==> config.mk <==
export PLATFORM = sky130hd
export DESIGN_NAME = sorted_priority_queue
export DESIGN_NICKNAME = d
export VERILOG_FILES = /design/src/hdl/spq_pkg.sv /design/src/hdl/sorted_priority_queue.sv /design/src/hdl/spq_cell.sv
export SDC_FILE = /design/constraint.sdc
export NUM_CORES = 1
export LEC_CHECK = 0
export ABC_AREA = 1
export BUFFER_PORTS_ARGS = -buffer_cell sky130_fd_sc_hd__buf_4
export CELL_PAD_IN_SITES_DETAIL_PLACEMENT = 1
export CELL_PAD_IN_SITES_GLOBAL_PLACEMENT = 2
export CORE_MARGIN = 2
export CORE_UTILIZATION = 40
export DETAILED_ROUTE_END_ITERATION = 6
export PLACE_DENSITY_LB_ADDON = 0.3
export SLEW_MARGIN = 20
export SYNTH_ARGS = -nofsm -noshare
export SYNTH_HDL_FRONTEND = slang
export SYNTH_SLANG_ARGS = --single-unit
==> constraint.sdc <==
create_clock -name clk -period 6.04 [get_ports clk]
set_clock_uncertainty 0.15 [all_clocks]
set_input_delay 1.51 -clock clk [delete_from_list [all_inputs] [get_ports clk]]
set_output_delay 1.51 -clock clk [all_outputs]
set_load 0.02 [all_outputs]
==> src/hdl/spq_pkg.sv <==
// Package with types, codes and defaults for the sorted priority queue.
`default_nettype none

package spq_pkg;

    localparam int DEPTH_DEF      = 16;
    localparam int TID_WIDTH_DEF  = 8;
    localparam int PRIO_WIDTH_DEF = 8;

    localparam int TID_FIELD_W    = 8;
    localparam int PRIO_FIELD_W   = 8;

    localparam logic CMD_INSERT = 1'b0;
    localparam logic CMD_REMOVE = 1'b1;

    localparam logic [1:0] STATUS_INSERTED = 2'd0;
    localparam logic [1:0] STATUS_REMOVED  = 2'd1;
    localparam logic [1:0] STATUS_EMPTY    = 2'd2;
    localparam logic [1:0] STATUS_FULL     = 2'd3;

    typedef struct packed {
        logic                    command;
        logic [TID_FIELD_W-1:0]  entry_tid;
        logic [PRIO_FIELD_W-1:0] entry_priority;
    } spq_in_t;

    typedef struct packed {
        logic [TID_FIELD_W-1:0]  out_tid;
        logic [PRIO_FIELD_W-1:0] out_priority;
        logic [1:0]              status;
    } spq_out_t;

    // Operation broadcast to every cell, already qualified by the handshake.
    typedef struct packed {
        logic ins;
        logic rem;
    } spq_op_t;

endpackage

`default_nettype wire

==> src/hdl/sorted_priority_queue.sv <==
// Top level of the stable sorted priority queue built as a chain of cells.
//
//   Channel   Direction   Handshake              Payload
//   in        input       in_valid / in_ready    in_data  (spq_in_t)
//   out       output      out_valid / out_ready  out_data (spq_out_t)
//
// All cells compare against the new entry in parallel and shift one place left or
// right, so one command is taken per cycle while in_ready is high. Its result sits
// in an output register and appears the cycle after.
// in_ready is low only while that register holds a result that is not taken.
// Reset empties the queue at once; no clearing pass is needed.
`default_nettype none

module sorted_priority_queue
    import spq_pkg::*;
#(
    parameter int DEPTH      = DEPTH_DEF,
    parameter int TID_WIDTH  = TID_WIDTH_DEF,
    parameter int PRIO_WIDTH = PRIO_WIDTH_DEF
) (
    input  wire logic     clk,
    input  wire logic     rst_n,
    input  wire logic     in_valid,
    output logic          in_ready,
    input  wire spq_in_t  in_data,
    output logic          out_valid,
    input  wire logic     out_ready,
    output spq_out_t      out_data
);

    logic                  valid_w [DEPTH];
    logic                  keep_w  [DEPTH];
    logic [TID_WIDTH-1:0]  tid_w   [DEPTH];
    logic [PRIO_WIDTH-1:0] prio_w  [DEPTH];

    logic                  accept;
    logic                  full;
    logic                  empty;
    logic [TID_WIDTH-1:0]  new_tid;
    logic [PRIO_WIDTH-1:0] new_prio;
    spq_op_t               op;

    logic                  out_valid_reg, out_valid_next;
    spq_out_t              out_reg, out_next;

    assign in_ready = !out_valid_reg || out_ready;
    assign accept   = in_valid && in_ready;

    assign full     = valid_w[DEPTH-1];
    assign empty    = !valid_w[0];
    assign new_tid  = TID_WIDTH'(in_data.entry_tid);
    assign new_prio = PRIO_WIDTH'(in_data.entry_priority);

    assign op.ins = accept && (in_data.command == CMD_INSERT) && !full;
    assign op.rem = accept && (in_data.command == CMD_REMOVE) && !empty;

    for (genvar i = 0; i < DEPTH; i++)
    begin : g_cell
        logic                  l_valid, l_keep, r_valid;
        logic [TID_WIDTH-1:0]  l_tid, r_tid;
        logic [PRIO_WIDTH-1:0] l_prio, r_prio;

        if (i == 0)
        begin : g_head
            // The head has nothing to its left, so a displaced head takes the new entry.
            assign l_valid = 1'b1;
            assign l_keep  = 1'b1;
            assign l_tid   = new_tid;
            assign l_prio  = new_prio;
        end
        else
        begin : g_body
            assign l_valid = valid_w[i-1];
            assign l_keep  = keep_w[i-1];
            assign l_tid   = tid_w[i-1];
            assign l_prio  = prio_w[i-1];
        end

        if (i == DEPTH - 1)
        begin : g_tail
            assign r_valid = 1'b0;
            assign r_tid   = tid_w[i];
            assign r_prio  = prio_w[i];
        end
        else
        begin : g_inner
            assign r_valid = valid_w[i+1];
            assign r_tid   = tid_w[i+1];
            assign r_prio  = prio_w[i+1];
        end

        spq_cell #(
            .TID_WIDTH  (TID_WIDTH),
            .PRIO_WIDTH (PRIO_WIDTH)
        ) u_cell (
            .clk         (clk),
            .rst_n       (rst_n),
            .op          (op),
            .new_tid     (new_tid),
            .new_prio    (new_prio),
            .left_valid  (l_valid),
            .left_keep   (l_keep),
            .left_tid    (l_tid),
            .left_prio   (l_prio),
            .right_valid (r_valid),
            .right_tid   (r_tid),
            .right_prio  (r_prio),
            .valid       (valid_w[i]),
            .keep        (keep_w[i]),
            .tid         (tid_w[i]),
            .prio        (prio_w[i])
        );
    end

    always_comb
    begin
        out_valid_next = out_valid_reg;
        out_next       = out_reg;
        if (out_ready)
        begin
            out_valid_next = 1'b0;
        end
        if (accept)
        begin
            out_valid_next        = 1'b1;
            out_next.out_tid      = '0;
            out_next.out_priority = '0;
            if (in_data.command == CMD_INSERT)
            begin
                out_next.status = full ? STATUS_FULL : STATUS_INSERTED;
            end
            else if (empty)
            begin
                out_next.status = STATUS_EMPTY;
            end
            else
            begin
                out_next.status       = STATUS_REMOVED;
                out_next.out_tid      = TID_FIELD_W'(tid_w[0]);
                out_next.out_priority = PRIO_FIELD_W'(prio_w[0]);
            end
        end
    end

    always_ff @(posedge clk or negedge rst_n)
    begin
        if (!rst_n)
        begin
            out_valid_reg <= 1'b0;
        end
        else
        begin
            out_valid_reg <= out_valid_next;
        end
    end

    always_ff @(posedge clk)
    begin
        out_reg <= out_next;
    end

    assign out_valid = out_valid_reg;
    assign out_data  = out_reg;

endmodule

`default_nettype wire

==> src/hdl/spq_cell.sv <==
// One slot of the sorted chain: holds an entry and trades it with its neighbors.
`default_nettype none

module spq_cell
    import spq_pkg::*;
#(
    parameter int TID_WIDTH  = TID_WIDTH_DEF,
    parameter int PRIO_WIDTH = PRIO_WIDTH_DEF
) (
    input  wire logic                  clk,
    input  wire logic                  rst_n,
    input  wire spq_op_t               op,
    input  wire logic [TID_WIDTH-1:0]  new_tid,
    input  wire logic [PRIO_WIDTH-1:0] new_prio,
    input  wire logic                  left_valid,
    input  wire logic                  left_keep,
    input  wire logic [TID_WIDTH-1:0]  left_tid,
    input  wire logic [PRIO_WIDTH-1:0] left_prio,
    input  wire logic                  right_valid,
    input  wire logic [TID_WIDTH-1:0]  right_tid,
    input  wire logic [PRIO_WIDTH-1:0] right_prio,
    output logic                       valid,
    output logic                       keep,
    output logic [TID_WIDTH-1:0]       tid,
    output logic [PRIO_WIDTH-1:0]      prio
);

    logic                  valid_reg, valid_next;
    logic [TID_WIDTH-1:0]  tid_reg, tid_next;
    logic [PRIO_WIDTH-1:0] prio_reg, prio_next;

    // An entry stays put when it sorts no later than the new one, which keeps
    // equal priorities in arrival order.
    assign keep = valid_reg && (prio_reg <= new_prio);

    always_comb
    begin
        valid_next = valid_reg;
        tid_next   = tid_reg;
        prio_next  = prio_reg;
        if (op.ins)
        begin
            if (!keep)
            begin
                if (left_keep)
                begin
                    valid_next = 1'b1;
                    tid_next   = new_tid;
                    prio_next  = new_prio;
                end
                else
                begin
                    valid_next = left_valid;
                    tid_next   = left_tid;
                    prio_next  = left_prio;
                end
            end
        end
        else if (op.rem)
        begin
            valid_next = right_valid;
            tid_next   = right_tid;
            prio_next  = right_prio;
        end
    end

    always_ff @(posedge clk or negedge rst_n)
    begin
        if (!rst_n)
        begin
            valid_reg <= 1'b0;
        end
        else
        begin
            valid_reg <= valid_next;
        end
    end

    always_ff @(posedge clk)
    begin
        tid_reg  <= tid_next;
        prio_reg <= prio_next;
    end

    assign valid = valid_reg;
    assign tid   = tid_reg;
    assign prio  = prio_reg;

endmodule

`default_nettype wire

==> impl_results.md <==
* Gate power share at 31.1%
* TritonRoute pass-1 iters at 7
* Hold Fails Final Rpt at 0
* Hold Crit Start: g_cell[15].u_cell.prio[2]
* Grt total ovfl at 0
* Worst Setup Start Kind: input pin
* Nets at 2,533
* CP Data Arrival Time at 4.36 ns
* End of the worst register-to-register path: g_cell[0].u_cell.tid[1]
* Design Area, Final at 20,100 um^2
* WS Path Type: input pin to register
* TNS Setup at 0 ns
* Routed WL at 60,540 um
* GR Util All Layers at 26.06%
* Post-Syn Instances at 2,375
* Status: complete, no violations
* Synth Area per Inst at 7.675 um^2
* P_sw at 2957 uW
* WL per Instance at 20.04 um
* Power Total at 7832 uW
* Cell taking the most area after synthesis: edfxtp_1
* I/O Buffers at 40
* CTS Hold Buffers Added at 0
* Yosys cell types at 23
* Placer Congestion at 0.8196
* Crit Path Max Fanout at 18
* Largest net degree at the start of global routing at 176
* Internal reg-to-reg setup slack at 2.28 ns
* Cell count of the worst reg-to-reg path at 7
* Reg power frac at 41.1%
* Starting Density at around two fifths
* Hold depth at 2
* Synthesized area at 18,230 um^2
* # Max-Cap Violations at 0
* Drt initial violations at 873
* Worst slew margin at approximately 33%
* Worst-Margin Slew at 1.009 ns
* Vias in the first global route at 16,142
* Leak pwr at 0.01149 uW
* Fin crit share at 72.51%
* First-pass GRT wire length at 93,580 um
* Post-CTS setup buffers at 0
* Hold Crit Endpoint: g_cell[14].u_cell.prio[2]
* Fill count at 5,593
* Pint at 4875 uW
* #FFs+latches synth at about 290
* Synth top area cells: edfxtp_1, nand2_1, ha_1
* Final setup viols at 0
* ANT cells at 0
* FF-to-FF Start: out_valid
* Area delta synth->final at 10.24%
* RSZ-0062 raised after global routing: no
* Clock sinks at 291
* Clk pwr share at 27.8%
* Yosys warnings at 0
* I/O Pins at 41
* Detail Placement HPWL at 41,750 um
* Post-DRT Antenna Nets at 0
* Syn_nets at 2,516
* Share of post-route cells with drive strength above 1 at 6.444%
* Max rail drop VDD at between 200 and 250 uV
* Cts bufs inserted at 37
* Post_cts resized at 0
* Register area share after synthesis at 47.47%
* Final Max Slew Viols at 0
* Via count of the routed design at about 15,000
* DP Area at 18,940 um^2
* Pwr dens at 389.7 nW/um^2
* H-tree depth at 2
* Endpoint class of the critical path: register
* Worst hold path type: register to register
* Die W at 217.5 um
* Die height at 217.5 um
* DR vias/cell at 5.036
* Switching Share at 37.76%
* Root Driver: clkbuf_16
* Synth top area share at 45.14%
* CTS tree: done
* Clk slew on worst S/H paths at 0.06 ns
* Hold WS at 0.3805 ns
* Initial antenna violation count at 4
* Worst path required time at 6.02 ns
* Die ar. at 47,300 um^2
* Worst skew pair latency at 0.58 ns
* # DRC at 0
* Post-layout minimum cycle time at 4.379 ns
* Achievable Freq at 228.3 MHz
* Area of the core at 45,190 um^2
* Clk buf depth at 3
* Row count at 78
==> Yosys cell counts <==
master	n
a21o_1	15
a21oi_1	33
buf_12	1
buf_2	39
buf_4	15
buf_6	13
clkbuf_1	15
clkinv_2	1
dfrtp_1	17
edfxtp_1	274
ha_1	120
inv_1	287
inv_2	1
inv_6	1
nand2_1	1362
nand2_2	26
nand2_4	7
nand2_8	9
nand3_1	22
nand4_1	15
nor2_1	63
nor2_2	1
o21ai_0	38
==> how the worst max path moves through the flow <==
| stage | endpoint | slack, ns | start |
|---|---|---|---|
| floorplan | g_cell[0].u_cell.prio[0] | 2.34 | in_data[7] |
| global placement | g_cell[0].u_cell.prio[2] | 1.12 | out_ready |
| detailed placement | g_cell[0].u_cell.prio[2] | 1.03 | out_ready |
| CTS | g_cell[0].u_cell.tid[2] | 1.63 | out_ready |
| global route | g_cell[0].u_cell.tid[2] | 1.42 | out_ready |
| finish | g_cell[2].u_cell.prio[3] | 1.66 | in_data[5] |
==> logic make-up after synthesis <==
family                     Yosys count  synth area share, %
AOI/OAI and AO/OA                   86                2.567
adders and majority gates          120                8.237
buffers and inverters              373                8.916
DFF                                291                47.47
and+or+nand+nor                   1505                32.81
==> per-stage QoR <==
stage | std cells | utilization, % | setup slack (ns)
after global routing | 3021 | 44.47 | 1.417
after CTS | 3021 | 44.47 | 1.634
after floorplan | 2375 | - | 2.339
after detailed placement | 2953 | 41.92 | 1.034
final | 3021 | 44.47 | 1.661
after global placement | 2953 | 41.92 | 1.116
==> cell usage in the layout (no fill, tap or decap), types with 22 or more instances in the layout <==
cell type / n
clkbuf_16: 38
a21oi_1: 33
inv_1: 287
nor2_1: 63
buf_4: 59
nand2_1: 1362
o21ai_0: 38
nand3_1: 22
nand2_2: 26
ha_1: 120
edfxtp_1: 274
==> critical path, stage by stage <==
cell	delay, ns
buf_4	0.12
inv_1	0.45
buf_4	0.41
ha_1	0.30
a21oi_1	0.18
nor2_1	0.07
nor2_1	0.12
nand2_1	0.07
nand2_1	0.07
nand2_2	0.25
nand2_8	0.24
nand2_1	0.53
==> final cells by class <==
cell class	instances	area (um^2)	area share [%]
tap	600	750.7	3.736
sequential	291	8653	43.06
inverter	290	1095	5.448
timing repair buffer	61	483.0	2.403
clock inverter	9	95.09	0.4732
clock buffer	59	1060	5.274
multi-input combinational	1711	7959	39.61
==> layer usage <==
metal  part of all wire [%]  GRT usage (%)  vias up
li1                       -              -     7389
met1                     44          33.52     7509
met2                     50          45.94      232
met3                    3.6          3.724       85
met4                    2.3          6.575        0
met5                      0              0        -
==> power groups by stage <==
stage,sequential [uW],combinational (uW),clock [uW]
detailed placement,3260,2440,0
global placement,3250,2350,0
global route,3270,2800,2280
finish,3220,2430,2180
floorplan,3110,1760,0
CTS,3220,2460,2220
Power figures use the tool's default switching activity.
